<file path="src/hw/rtl/wrst_pkg.sv">
// Shared types, codes and helpers for the weekly relay schedule table.
// Used by every module under hw/rtl but the FIFO; depends on nothing else.
package wrst_pkg;

	// Default sizes, handed down from the top level as parameters.
	localparam int MAX_ENTRIES_DEF = 8;
	localparam int NUM_RELAYS_DEF  = 8;

	// Events produced by one tick at most, and the width of that count.
	localparam int RESULT_LIMIT = 8;
	localparam int NEV_W        = $clog2(RESULT_LIMIT + 1);

	// Stored relay number, wide enough for the largest relay count.
	localparam int RELAY_W = 4;
	// Minutes since midnight for any 5-bit hour and 6-bit minute.
	localparam int MIN_W   = 11;

	// Operation codes as they arrive on the input.
	localparam logic [2:0] OP_TICK    = 3'd0;
	localparam logic [2:0] OP_ADD     = 3'd1;
	localparam logic [2:0] OP_REMOVE  = 3'd2;
	localparam logic [2:0] OP_ENABLE  = 3'd3;
	localparam logic [2:0] OP_DISABLE = 3'd4;
	localparam logic [2:0] OP_CLEAR   = 3'd5;

	// Status codes of a result.
	localparam logic [1:0] ST_OK        = 2'd0;
	localparam logic [1:0] ST_FULL      = 2'd1;
	localparam logic [1:0] ST_BAD_FIELD = 2'd2;
	localparam logic [1:0] ST_BAD_INDEX = 2'd3;

	// Configuration register address.
	localparam logic [2:0] REG_CLOCK_VALID = 3'd0;

	// Command kinds after decoding in the front end.
	typedef enum logic [2:0] {
		CMD_TICK,
		CMD_ADD,
		CMD_REMOVE,
		CMD_ENABLE,
		CMD_DISABLE,
		CMD_CLEAR,
		CMD_BADOP
	} cmd_kind_t;

	// Back end sequencer states.
	typedef enum logic [1:0] {
		BK_IDLE,
		BK_SCAN,
		BK_FLUSH
	} back_state_t;

	// One decoded command, as it travels through the command queue.
	typedef struct packed {
		cmd_kind_t          kind;
		logic [RELAY_W-1:0] relay;
		logic [4:0]         on_hour;
		logic [5:0]         on_minute;
		logic [4:0]         off_hour;
		logic [5:0]         off_minute;
		logic [6:0]         day_mask;
		logic [3:0]         index;
		logic               fields_bad;
		logic [MIN_W-1:0]   now_min;
		logic [5:0]         now_minute;
		logic [6:0]         weekday_oh;
	} cmd_t;

	// One schedule entry.
	typedef struct packed {
		logic [RELAY_W-1:0] relay;
		logic [4:0]         on_hour;
		logic [5:0]         on_minute;
		logic [4:0]         off_hour;
		logic [5:0]         off_minute;
		logic [6:0]         day_mask;
		logic               en;
		logic               act;
	} entry_t;

	// One result item.
	typedef struct packed {
		logic       event_valid;
		logic [2:0] relay_id;
		logic       relay_on;
		logic [1:0] status;
		logic       last;
	} res_t;

	// Minutes since midnight: hour * 60 + minute, as hour*64 - hour*4.
	function automatic logic [MIN_W-1:0] minutes_of(input logic [4:0] hour,
		input logic [5:0] minute);
		logic [MIN_W-1:0] h;
		h = MIN_W'(hour);
		return (h << 6) - (h << 2) + MIN_W'(minute);
	endfunction

endpackage

</file>
<file path="src/hw/rtl/wrst_fifo.sv">
// Small synchronous FIFO used for the command queue and the result queue.
// Depends on nothing but its parameters.
module wrst_fifo #(
	parameter int WIDTH = 8,
	parameter int DEPTH = 2
) (
	input  logic             clk,
	input  logic             arst_n,
	input  logic             push,
	input  logic [WIDTH-1:0] wdata,
	output logic             full,
	input  logic             pop,
	output logic [WIDTH-1:0] rdata,
	output logic             empty
);

	localparam int PTR_W = (DEPTH > 1) ? $clog2(DEPTH) : 1;
	localparam int CNT_W = $clog2(DEPTH + 1);

	logic [WIDTH-1:0] mem_q [DEPTH];
	logic [PTR_W-1:0] wr_ptr_q, rd_ptr_q;
	logic [CNT_W-1:0] count_q;
	logic             do_push, do_pop;

	assign full    = (count_q == CNT_W'(DEPTH));
	assign empty   = (count_q == '0);
	assign do_push = push && !full;
	assign do_pop  = pop && !empty;
	assign rdata   = mem_q[rd_ptr_q];

	// Pointer and fill count.
	always_ff @(posedge clk or negedge arst_n) begin
		if (!arst_n) begin
			wr_ptr_q <= '0;
			rd_ptr_q <= '0;
			count_q  <= '0;
		end else begin
			if (do_push) begin
				wr_ptr_q <= (wr_ptr_q == PTR_W'(DEPTH - 1)) ? '0 : wr_ptr_q + 1'b1;
			end
			if (do_pop) begin
				rd_ptr_q <= (rd_ptr_q == PTR_W'(DEPTH - 1)) ? '0 : rd_ptr_q + 1'b1;
			end
			if (do_push && !do_pop) begin
				count_q <= count_q + 1'b1;
			end else if (do_pop && !do_push) begin
				count_q <= count_q - 1'b1;
			end
		end
	end

	// Storage.
	always_ff @(posedge clk) begin
		if (do_push) begin
			mem_q[wr_ptr_q] <= wdata;
		end
	end

endmodule

</file>
<file path="src/hw/rtl/wrst_front.sv">
// Front end: decodes an incoming item into a command and checks its fields.
// Depends on wrst_pkg.
module wrst_front
	import wrst_pkg::*;
#(
	parameter int NUM_RELAYS = NUM_RELAYS_DEF
) (
	input  logic [2:0] operation,
	input  logic [7:0] relay_number,
	input  logic [4:0] on_hour,
	input  logic [5:0] on_minute,
	input  logic [4:0] off_hour,
	input  logic [5:0] off_minute,
	input  logic [6:0] day_mask,
	input  logic [3:0] entry_index,
	input  logic [4:0] now_hour,
	input  logic [5:0] now_minute,
	input  logic [2:0] now_weekday,
	output cmd_t       cmd
);

	cmd_kind_t kind;

	// Operation decode; codes without meaning become a bad operation.
	always_comb begin
		unique case (operation)
			OP_TICK:    kind = CMD_TICK;
			OP_ADD:     kind = CMD_ADD;
			OP_REMOVE:  kind = CMD_REMOVE;
			OP_ENABLE:  kind = CMD_ENABLE;
			OP_DISABLE: kind = CMD_DISABLE;
			OP_CLEAR:   kind = CMD_CLEAR;
			default:    kind = CMD_BADOP;
		endcase
	end

	// Field checks for an add, the tick time in minutes and the weekday as a mask.
	always_comb begin
		cmd.kind       = kind;
		cmd.relay      = RELAY_W'(relay_number);
		cmd.on_hour    = on_hour;
		cmd.on_minute  = on_minute;
		cmd.off_hour   = off_hour;
		cmd.off_minute = off_minute;
		cmd.day_mask   = day_mask;
		cmd.index      = entry_index;
		cmd.fields_bad = (relay_number >= 8'(NUM_RELAYS)) ||
			(on_hour > 5'd23) || (off_hour > 5'd23) ||
			(on_minute > 6'd59) || (off_minute > 6'd59);
		cmd.now_min    = minutes_of(now_hour, now_minute);
		cmd.now_minute = now_minute;
		if (now_weekday == 3'd0) begin
			cmd.weekday_oh = '0;
		end else begin
			cmd.weekday_oh = 7'(7'd1 << 3'(now_weekday - 3'd1));
		end
	end

endmodule

</file>
<file path="src/hw/rtl/wrst_back.sv">
// Back end: holds the schedule table and carries out decoded commands; on a
// tick it walks the table one entry per cycle unless stalled. Depends on wrst_pkg.
module wrst_back
	import wrst_pkg::*;
#(
	parameter int MAX_ENTRIES = MAX_ENTRIES_DEF
) (
	input  logic clk,
	input  logic arst_n,
	input  logic clock_valid,
	input  cmd_t cmd,
	input  logic cmd_empty,
	output logic cmd_pop,
	output res_t res,
	output logic res_push,
	input  logic res_full
);

	localparam int IDX_W = (MAX_ENTRIES > 1) ? $clog2(MAX_ENTRIES) : 1;
	localparam int CNT_W = $clog2(MAX_ENTRIES + 1);

	back_state_t      state_q, state_d;
	entry_t           table_q [MAX_ENTRIES];
	logic [CNT_W-1:0] entry_count_q;
	logic [5:0]       last_seen_q;
	logic [CNT_W-1:0] scan_idx_q;
	logic [NEV_W-1:0] n_ev_q;
	logic             pend_v_q;
	res_t             pend_q;
	logic [MIN_W-1:0] tick_now_q;
	logic [6:0]       tick_wd_q;

	logic             take, tick_eval, idx_ok, room_ok, apply_cmd;
	logic [1:0]       cmd_status;
	entry_t           cur;
	logic [MIN_W-1:0] start_min, stop_min;
	logic             in_window, want, scan_live, change, scan_stall, scan_step;

	// A command is taken from the queue only when a result slot is free.
	assign take      = (state_q == BK_IDLE) && !cmd_empty && !res_full;
	assign tick_eval = (cmd.kind == CMD_TICK) && clock_valid &&
		(cmd.now_minute != last_seen_q);
	assign idx_ok    = ({1'b0, cmd.index} < 5'(entry_count_q));
	assign room_ok   = (entry_count_q < CNT_W'(MAX_ENTRIES));

	// Status of a one-result command.
	always_comb begin
		case (cmd.kind) inside
			CMD_ADD: begin
				if (!room_ok) begin
					cmd_status = ST_FULL;
				end else if (cmd.fields_bad) begin
					cmd_status = ST_BAD_FIELD;
				end else begin
					cmd_status = ST_OK;
				end
			end
			CMD_REMOVE, CMD_ENABLE, CMD_DISABLE: begin
				cmd_status = idx_ok ? ST_OK : ST_BAD_INDEX;
			end
			CMD_BADOP: cmd_status = ST_BAD_FIELD;
			default:   cmd_status = ST_OK;
		endcase
	end
	assign apply_cmd = take && (cmd_status == ST_OK);

	// Window check of the entry under the scan pointer; a window whose end
	// lies before its start crosses midnight.
	assign scan_live = (5'(scan_idx_q) < 5'(entry_count_q));
	assign cur       = table_q[scan_idx_q[IDX_W-1:0]];
	assign start_min = minutes_of(cur.on_hour, cur.on_minute);
	assign stop_min  = minutes_of(cur.off_hour, cur.off_minute);
	always_comb begin
		if (stop_min < start_min) begin
			in_window = (tick_now_q >= start_min) || (tick_now_q < stop_min);
		end else begin
			in_window = (tick_now_q >= start_min) && (tick_now_q < stop_min);
		end
	end
	assign want       = (|(cur.day_mask & tick_wd_q)) && in_window;
	assign change     = scan_live && cur.en && (want != cur.act) &&
		(n_ev_q < NEV_W'(RESULT_LIMIT));
	assign scan_stall = change && pend_v_q && res_full;
	assign scan_step  = (state_q == BK_SCAN) && scan_live && !scan_stall;

	// Next state.
	always_comb begin
		state_d = state_q;
		unique case (state_q)
			BK_IDLE: begin
				if (take && tick_eval) begin
					state_d = BK_SCAN;
				end
			end
			BK_SCAN: begin
				if (!scan_live) begin
					state_d = BK_FLUSH;
				end
			end
			BK_FLUSH: begin
				if (!res_full) begin
					state_d = BK_IDLE;
				end
			end
			default: state_d = BK_IDLE;
		endcase
	end

	// Outputs: queue pop and result pushes.
	always_comb begin
		cmd_pop  = 1'b0;
		res_push = 1'b0;
		res      = '{event_valid: 1'b0, relay_id: 3'd0, relay_on: 1'b0,
			status: ST_OK, last: 1'b1};
		unique case (state_q)
			BK_IDLE: begin
				cmd_pop = take;
				if (take && !tick_eval) begin
					res_push   = 1'b1;
					res.status = cmd_status;
				end
			end
			BK_SCAN: begin
				// A newer event pushes out the one held back.
				if (scan_step && change && pend_v_q) begin
					res_push = 1'b1;
					res      = pend_q;
				end
			end
			BK_FLUSH: begin
				if (!res_full) begin
					res_push = 1'b1;
					if (pend_v_q) begin
						res      = pend_q;
						res.last = 1'b1;
					end
				end
			end
			default: ;
		endcase
	end

	// Sequencer control state.
	always_ff @(posedge clk or negedge arst_n) begin
		if (!arst_n) begin
			state_q       <= BK_IDLE;
			entry_count_q <= '0;
			last_seen_q   <= '0;
			scan_idx_q    <= '0;
			n_ev_q        <= '0;
			pend_v_q      <= 1'b0;
		end else begin
			state_q <= state_d;
			if (take && tick_eval) begin
				last_seen_q <= cmd.now_minute;
				scan_idx_q  <= '0;
				n_ev_q      <= '0;
				pend_v_q    <= 1'b0;
			end
			if (apply_cmd) begin
				case (cmd.kind)
					CMD_ADD:    entry_count_q <= entry_count_q + 1'b1;
					CMD_REMOVE: entry_count_q <= entry_count_q - 1'b1;
					CMD_CLEAR:  entry_count_q <= '0;
					default: ;
				endcase
			end
			if (scan_step) begin
				scan_idx_q <= scan_idx_q + 1'b1;
				if (change) begin
					n_ev_q   <= n_ev_q + 1'b1;
					pend_v_q <= 1'b1;
				end
			end
		end
	end

	// Tick time, held event and table contents.
	always_ff @(posedge clk) begin
		if (take && tick_eval) begin
			tick_now_q <= cmd.now_min;
			tick_wd_q  <= cmd.weekday_oh;
		end
		if (scan_step && change) begin
			pend_q <= '{event_valid: 1'b1, relay_id: 3'(cur.relay),
				relay_on: want, status: ST_OK, last: 1'b0};
			table_q[scan_idx_q[IDX_W-1:0]].act <= want;
		end
		if (apply_cmd) begin
			case (cmd.kind)
				CMD_ADD: begin
					table_q[entry_count_q[IDX_W-1:0]] <= '{relay: cmd.relay,
						on_hour: cmd.on_hour, on_minute: cmd.on_minute,
						off_hour: cmd.off_hour, off_minute: cmd.off_minute,
						day_mask: cmd.day_mask, en: 1'b1, act: 1'b0};
				end
				CMD_REMOVE: begin
					for (int i = 0; i < MAX_ENTRIES - 1; i++) begin
						if (5'(i) >= {1'b0, cmd.index}) begin
							table_q[i] <= table_q[i + 1];
						end
					end
				end
				CMD_ENABLE:  table_q[cmd.index[IDX_W-1:0]].en <= 1'b1;
				CMD_DISABLE: table_q[cmd.index[IDX_W-1:0]].en <= 1'b0;
				default: ;
			endcase
		end
	end

	// The fill count never passes the table size.
	a_count_bound: assert property (@(posedge clk) disable iff (!arst_n)
		entry_count_q <= CNT_W'(MAX_ENTRIES))
		else $error("entry count above table size");

	// A tick never produces more events than the limit.
	a_event_limit: assert property (@(posedge clk) disable iff (!arst_n)
		n_ev_q <= NEV_W'(RESULT_LIMIT))
		else $error("too many events for one tick");

	// No result is pushed into a full result queue.
	a_no_overflow: assert property (@(posedge clk) disable iff (!arst_n)
		res_push |-> !res_full)
		else $error("result pushed while queue full");

	// The scan pointer advances one entry at a time.
	a_scan_step: assert property (@(posedge clk) disable iff (!arst_n)
		(state_q == BK_SCAN && scan_step) |=>
			(scan_idx_q == $past(scan_idx_q) + 1'b1))
		else $error("scan pointer skipped an entry");

	// The last result of a tick comes only from the flush state or idle.
	a_flush_last: assert property (@(posedge clk) disable iff (!arst_n)
		(res_push && state_q == BK_SCAN) |-> !res.last)
		else $error("last flag set in the middle of a scan");

endmodule

</file>
<file path="src/hw/rtl/weekly_relay_schedule_table.sv">
// Top level of the weekly relay schedule table: configuration port, front end,
// command queue, back end and result queue. Depends on wrst_pkg and wrst_*.
//
// Channel   Handshake          Payload
// input     push / full        operation, relay_number, window, day_mask, index, time
// result    empty / pop        event_valid, relay_id, relay_on, status, last
// config    psel/penable/APB   paddr, pwdata, prdata (clock_valid at address 0)
//
// A non-tick item, or a tick that evaluates nothing, is done in the idle state.
// A tick that evaluates starts in idle, walks the table entry by entry with the
// single window comparator, closes the walk and then flushes; a full result
// queue can stall the walk.
// Two-entry queues on both sides let the front accept and results wait.
// Reset clears the entry count, the last minute, clock_valid and both queues.
// A full result queue stalls the back end; a full command queue raises full.
module weekly_relay_schedule_table
	import wrst_pkg::*;
#(
	parameter int MAX_ENTRIES = MAX_ENTRIES_DEF,
	parameter int NUM_RELAYS  = NUM_RELAYS_DEF
) (
	input  logic        clk,
	input  logic        arst_n,
	// Input item channel.
	input  logic        push,
	output logic        full,
	input  logic [2:0]  operation,
	input  logic [7:0]  relay_number,
	input  logic [4:0]  on_hour,
	input  logic [5:0]  on_minute,
	input  logic [4:0]  off_hour,
	input  logic [5:0]  off_minute,
	input  logic [6:0]  day_mask,
	input  logic [3:0]  entry_index,
	input  logic [4:0]  now_hour,
	input  logic [5:0]  now_minute,
	input  logic [2:0]  now_weekday,
	// Result channel.
	output logic        empty,
	input  logic        pop,
	output logic        event_valid,
	output logic [2:0]  relay_id,
	output logic        relay_on,
	output logic [1:0]  status,
	output logic        last,
	// Configuration port.
	input  logic        psel,
	input  logic        penable,
	input  logic        pwrite,
	input  logic [2:0]  paddr,
	input  logic [31:0] pwdata,
	output logic [31:0] prdata,
	output logic        pready
);

	localparam int CMD_W = $bits(cmd_t);
	localparam int RES_W = $bits(res_t);

	logic             clock_valid_q;
	cmd_t             cmd_in, cmd_out;
	logic [CMD_W-1:0] cmd_rdata;
	logic             cmd_empty, cmd_pop;
	res_t             res_in, res_out;
	logic [RES_W-1:0] res_rdata;
	logic             res_push, res_full;

	// Configuration register.
	assign pready = 1'b1;
	always_ff @(posedge clk or negedge arst_n) begin
		if (!arst_n) begin
			clock_valid_q <= 1'b0;
		end else if (psel && penable && pwrite && pready &&
			(paddr == REG_CLOCK_VALID)) begin
			clock_valid_q <= pwdata[0];
		end
	end
	assign prdata = (paddr == REG_CLOCK_VALID) ? {31'd0, clock_valid_q} : 32'd0;

	// Front end decode.
	wrst_front #(
		.NUM_RELAYS(NUM_RELAYS)
	) u_front (
		.operation   (operation),
		.relay_number(relay_number),
		.on_hour     (on_hour),
		.on_minute   (on_minute),
		.off_hour    (off_hour),
		.off_minute  (off_minute),
		.day_mask    (day_mask),
		.entry_index (entry_index),
		.now_hour    (now_hour),
		.now_minute  (now_minute),
		.now_weekday (now_weekday),
		.cmd         (cmd_in)
	);

	// Command queue between front and back.
	wrst_fifo #(
		.WIDTH(CMD_W),
		.DEPTH(2)
	) u_cmd_q (
		.clk   (clk),
		.arst_n(arst_n),
		.push  (push),
		.wdata (cmd_in),
		.full  (full),
		.pop   (cmd_pop),
		.rdata (cmd_rdata),
		.empty (cmd_empty)
	);
	assign cmd_out = cmd_t'(cmd_rdata);

	// Back end execution.
	wrst_back #(
		.MAX_ENTRIES(MAX_ENTRIES)
	) u_back (
		.clk        (clk),
		.arst_n     (arst_n),
		.clock_valid(clock_valid_q),
		.cmd        (cmd_out),
		.cmd_empty  (cmd_empty),
		.cmd_pop    (cmd_pop),
		.res        (res_in),
		.res_push   (res_push),
		.res_full   (res_full)
	);

	// Result queue toward the consumer.
	wrst_fifo #(
		.WIDTH(RES_W),
		.DEPTH(2)
	) u_res_q (
		.clk   (clk),
		.arst_n(arst_n),
		.push  (res_push),
		.wdata (res_in),
		.full  (res_full),
		.pop   (pop),
		.rdata (res_rdata),
		.empty (empty)
	);
	assign res_out     = res_t'(res_rdata);
	assign event_valid = res_out.event_valid;
	assign relay_id    = res_out.relay_id;
	assign relay_on    = res_out.relay_on;
	assign status      = res_out.status;
	assign last        = res_out.last;

endmodule

</file>
<file path="config.mk">
export PLATFORM = sky130hd
export DESIGN_NAME = weekly_relay_schedule_table
export DESIGN_NICKNAME = d
export VERILOG_FILES = /design/src/hw/rtl/wrst_pkg.sv /design/src/hw/rtl/wrst_fifo.sv /design/src/hw/rtl/wrst_front.sv /design/src/hw/rtl/wrst_back.sv /design/src/hw/rtl/weekly_relay_schedule_table.sv
export SDC_FILE = /design/constraint.sdc
export NUM_CORES = 1
export LEC_CHECK = 0
export BUFFER_PORTS_ARGS = -buffer_cell sky130_fd_sc_hd__buf_2
export CAP_MARGIN = 30
export CORE_MARGIN = 8
export CORE_UTILIZATION = 45
export CTS_CLUSTER_DIAMETER = 30
export DETAILED_ROUTE_END_ITERATION = 10
export SLEW_MARGIN = 20
export SYNTH_ARGS = -nofsm -noshare
export SYNTH_HDL_FRONTEND = slang
export SYNTH_SLANG_ARGS = --single-unit
</file>
<file path="constraint.sdc">
create_clock -name clk -period 7.6 [get_ports clk]
set_clock_uncertainty 0.2 [all_clocks]
set_input_delay 1.14 -clock clk [delete_from_list [all_inputs] [get_ports clk]]
set_output_delay 1.14 -clock clk [all_outputs]
set_load 0.02 [all_outputs]
</file>
==> flow_metrics.env <==
export IMPL_ir_drop_mv=0.211
export IMPL_fin_nets=1974
export IMPL_syn_area_mm2=0.0224
export IMPL_drive_gt1_share_pct=22.4
export IMPL_clk_latency_ns=0.63
export IMPL_wl_per_cell_um=20.8
export IMPL_rows=81
export IMPL_yosysSeqAreaShare_pct=61.5
export IMPL_finalSetupTns_ns=0
export IMPL_syn_area_per_cell_um2=13.3
export IMPL_numCtsBuffers=98
export IMPL_layout_common_cells="434 x edfxtp_1, 228 x nor2_1, 216 x a21oi_1"
export IMPL_cts_setup_buffers=0
export IMPL_areaGrowthSynthToFinish_pct=20.4
export IMPL_p_int_mw=8.32
export IMPL_p_sw_mw=4.29
export IMPL_ios=143
export IMPL_crit_type="reg2reg"
export IMPL_n_fill_cell=4072
export IMPL_rsz0062_at_grt="false"
export IMPL_first_iter_violations=1096
export IMPL_synth_top_area_share_pct=58.1
export IMPL_cap_viol_max_count=0
export IMPL_power_leakage_nw=10.7
export IMPL_seqPwrFrac_pct=30.1
export IMPL_finalPower_mw=12.6
export IMPL_cts_resized_gates=0
export IMPL_grt_pass1_wl_mm=83.0
export IMPL_swShare_pct=34.0
export IMPL_grt_overflow=0
export IMPL_power_density_mw_per_mm2=467
export IMPL_gr_usage_all_layers_pct=18.7
export IMPL_critical_path_max_fanout=18
export IMPL_worstMarginPinSlew_ns=0.864
export IMPL_diodes=0
export IMPL_postSynthCellCount=1689
export IMPL_setup_violations=0
export IMPL_fin_crit_sh_pct=90.6
export IMPL_netlist_top_cell_by_area="edfxtp_1"
export IMPL_cts_reportedPaths_clkPinSlew_ns=0.05
export IMPL_synth_area_top_cells="edfxtp_1 58%, mux4_2 6.8%, a21oi_1 4.8%"
export IMPL_multiInputGateArea_mm2=0.00798
export IMPL_yosys_warnings=0
export IMPL_critPathRequiredTime_ns=7.67
export IMPL_ys_flop_type="edfxtp_1"
export IMPL_fmax_mhz=145
export IMPL_post_dp_hpwl_mm=33.2
export IMPL_die_w_um=239
export IMPL_ff2ff_setup_slack_ns=0.71
export IMPL_cts_buffer_depth=3
export IMPL_utilization_pct=55.0
export IMPL_die_y_um=239
export IMPL_cts_sinks=464
export IMPL_clock_root_buffer="clkbuf_16"
export IMPL_core_mm2=0.0491
export IMPL_p_comb_share_pct=35.1
export IMPL_clockPowerShare_pct=34.8
export IMPL_async_flop_share_pct=6.47
export IMPL_hold_viol=0
export IMPL_yosys_register_bits=464
export IMPL_grt_pass1_vias=14500
export IMPL_startpoint_type="register"
export IMPL_status="finished, final reports clean"
export IMPL_cts_tree="built"
export IMPL_maxSlewViolCount=0
export IMPL_timing_final_crit_period_ns=6.89
export IMPL_htreeDepth=3
export IMPL_synth_edf_count=434
export IMPL_dr_pass1_iters=6
export IMPL_gp_congestion=0.836
export IMPL_grt_start_max_net_pins=70
export IMPL_viasPerCell=5.47
export IMPL_layout_commonest_cell="edfxtp_1"
export IMPL_fp_dieArea_mm2=0.0572
export IMPL_slew_headroom_pct=40.7
export IMPL_initial_core_util_pct=45.7
export IMPL_cp_arrival_ns=6.95
export IMPL_seqCellArea_mm2=0.0138
export IMPL_drc=0
export IMPL_hold_buffers=0
export IMPL_io_buffers=79
export IMPL_num_vias=14000
export IMPL_wl_mm=53.2
export IMPL_antenna_found_initial=0
export IMPL_ant_nets=0
export IMPL_synth_cell_types=72
export IMPL_hp_class="reg2reg"
export IMPL_endpoint_kind="register"
kinds of logic (layout without fill, tap and decap cells):
group,after synthesis,count (layout),share of synthesized area [%]
buffers and inverters,199,375,3.97
AOI/OAI and AO/OA,365,365,9.59
adders and majority gates,65,65,3.64
other,2,32,0.0335
xor gates and xnor gates,38,38,1.52
muxes,188,188,12.5
DFF,464,464,61.5
and+or+nand+nor,368,368,7.23
Yosys cell counts (3+ instances only):
master and instances:
edfxtp_1 434, nor2_1 231, a21oi_1 216, inv_1 81
mux4_2 68, mux2i_1 64, clkbuf_1 62, ha_1 61
mux2_2 54, nand2_1 49, a21o_1 45, o21ai_0 39
buf_4 33, dfrtp_1 30, xnor2_1 24, buf_1 15
nor3_1 13, xor2_1 13, nand3_1 12, nand4_1 11
nor2b_1 11, o21a_1 11, nand2b_1 9, and3_1 7
a21boi_0 5, a31oi_1 5, and2_1 5, o211ai_1 5
o21bai_1 5, buf_2 4, nor3b_1 4, a22oi_1 3
and3b_1 3, o21ai_1 3, o221a_2 3, o221ai_1 3
or2_2 3
path summary, 6_finish.rpt:
kind,startpoint,end,cells past startpoint
setup / recovery,u_back.scan_idx_q[0],u_res_q.mem_q[1][2],18
hold / removal,u_res_q.wr_ptr_q,u_res_q.wr_ptr_q,1
setup reg to reg,u_back.scan_idx_q[0],u_res_q.mem_q[1][2],18
hold reg to reg,u_res_q.wr_ptr_q,u_res_q.wr_ptr_q,1
max in group asynchronous,arst_n,u_cmd_q.rd_ptr_q,1
min in group asynchronous,arst_n,u_back.last_seen_q[2],1
per-layer routing:
metal	GRT usage, %	part of all wire, %	up-vias
met5	0	0	-
met2	31.6	50	402
li1	-	-	6541
met4	7.25	2.4	0
met3	3.88	5.7	104
met1	23.6	42	6946
final cells by class:
cell class	count	share of cell area (%)
inverters	83	1.15
clock inverters	71	3.22
well taps	664	3.08
clock buffers	112	9.51
flip-flops and latches	464	51.1
repair buffers	109	2.35
multi-input cells	1056	29.6
worst max-delay path: stages, from the launching register on:
cell and delay, ns:
dfrtp_4 0.69, mux4_2 0.58, mux2i_1 0.38, inv_1 0.09, ha_1 0.43, o21ai_0 0.16
a2111oi_0 0.71, nor3b_1 0.17, xnor2_1 0.42, ha_1 0.33, a21o_1 0.18, a2111oi_0 0.38
o21ai_0 0.17, o221ai_1 0.16, o21ai_0 0.23, nor4b_1 0.41, nor3_1 0.18, o21ai_2 0.26
and2_1 0.39
stage by stage:
step,setup WS (ns),cells,hold WS (ns),instance area (µm²)
finish,0.714,2559,0.285,27000
global route,0.346,2559,0.314,27000
floorplan,0.637,1719,0.242,22500
CTS,0.726,2559,0.287,27000
global placement,0.877,2376,0.270,23500
detailed placement,0.806,2376,0.281,23500
state kept, by name, summed over array words and instances (netlist names):
name and flops:
u_back.state_q 2, u_back.pend_v_q 1, u_back.pend_q 4, u_res_q.count_q 2, u_cmd_q.rd_ptr_q 1, clock_valid_q 1, u_back.n_ev_q 4, u_back.tick_now_q 11
u_back.scan_idx_q 4, u_cmd_q.wr_ptr_q 1, u_back.table_q 272, u_res_q.wr_ptr_q 1, u_res_q.rd_ptr_q 1, u_cmd_q.count_q 2, u_cmd_q.mem_q 124, u_back.entry_count_q 4
u_res_q.mem_q 16, u_back.tick_wd_q 7, u_back.last_seen_q 6
power by group through the flow:
| stage | Clock (mW) | Combinational [mW] | Sequential, mW |
|---|---|---|---|
| floorplan | 0 | 3.33 | 3.67 |
| global placement | 0 | 4.31 | 3.82 |
| detailed placement | 0 | 4.43 | 3.84 |
| CTS | 4.46 | 4.45 | 3.80 |
| global route | 4.58 | 4.87 | 3.84 |
| finish | 4.39 | 4.43 | 3.79 |
Note: power is estimated with default switching activity, not from simulation.
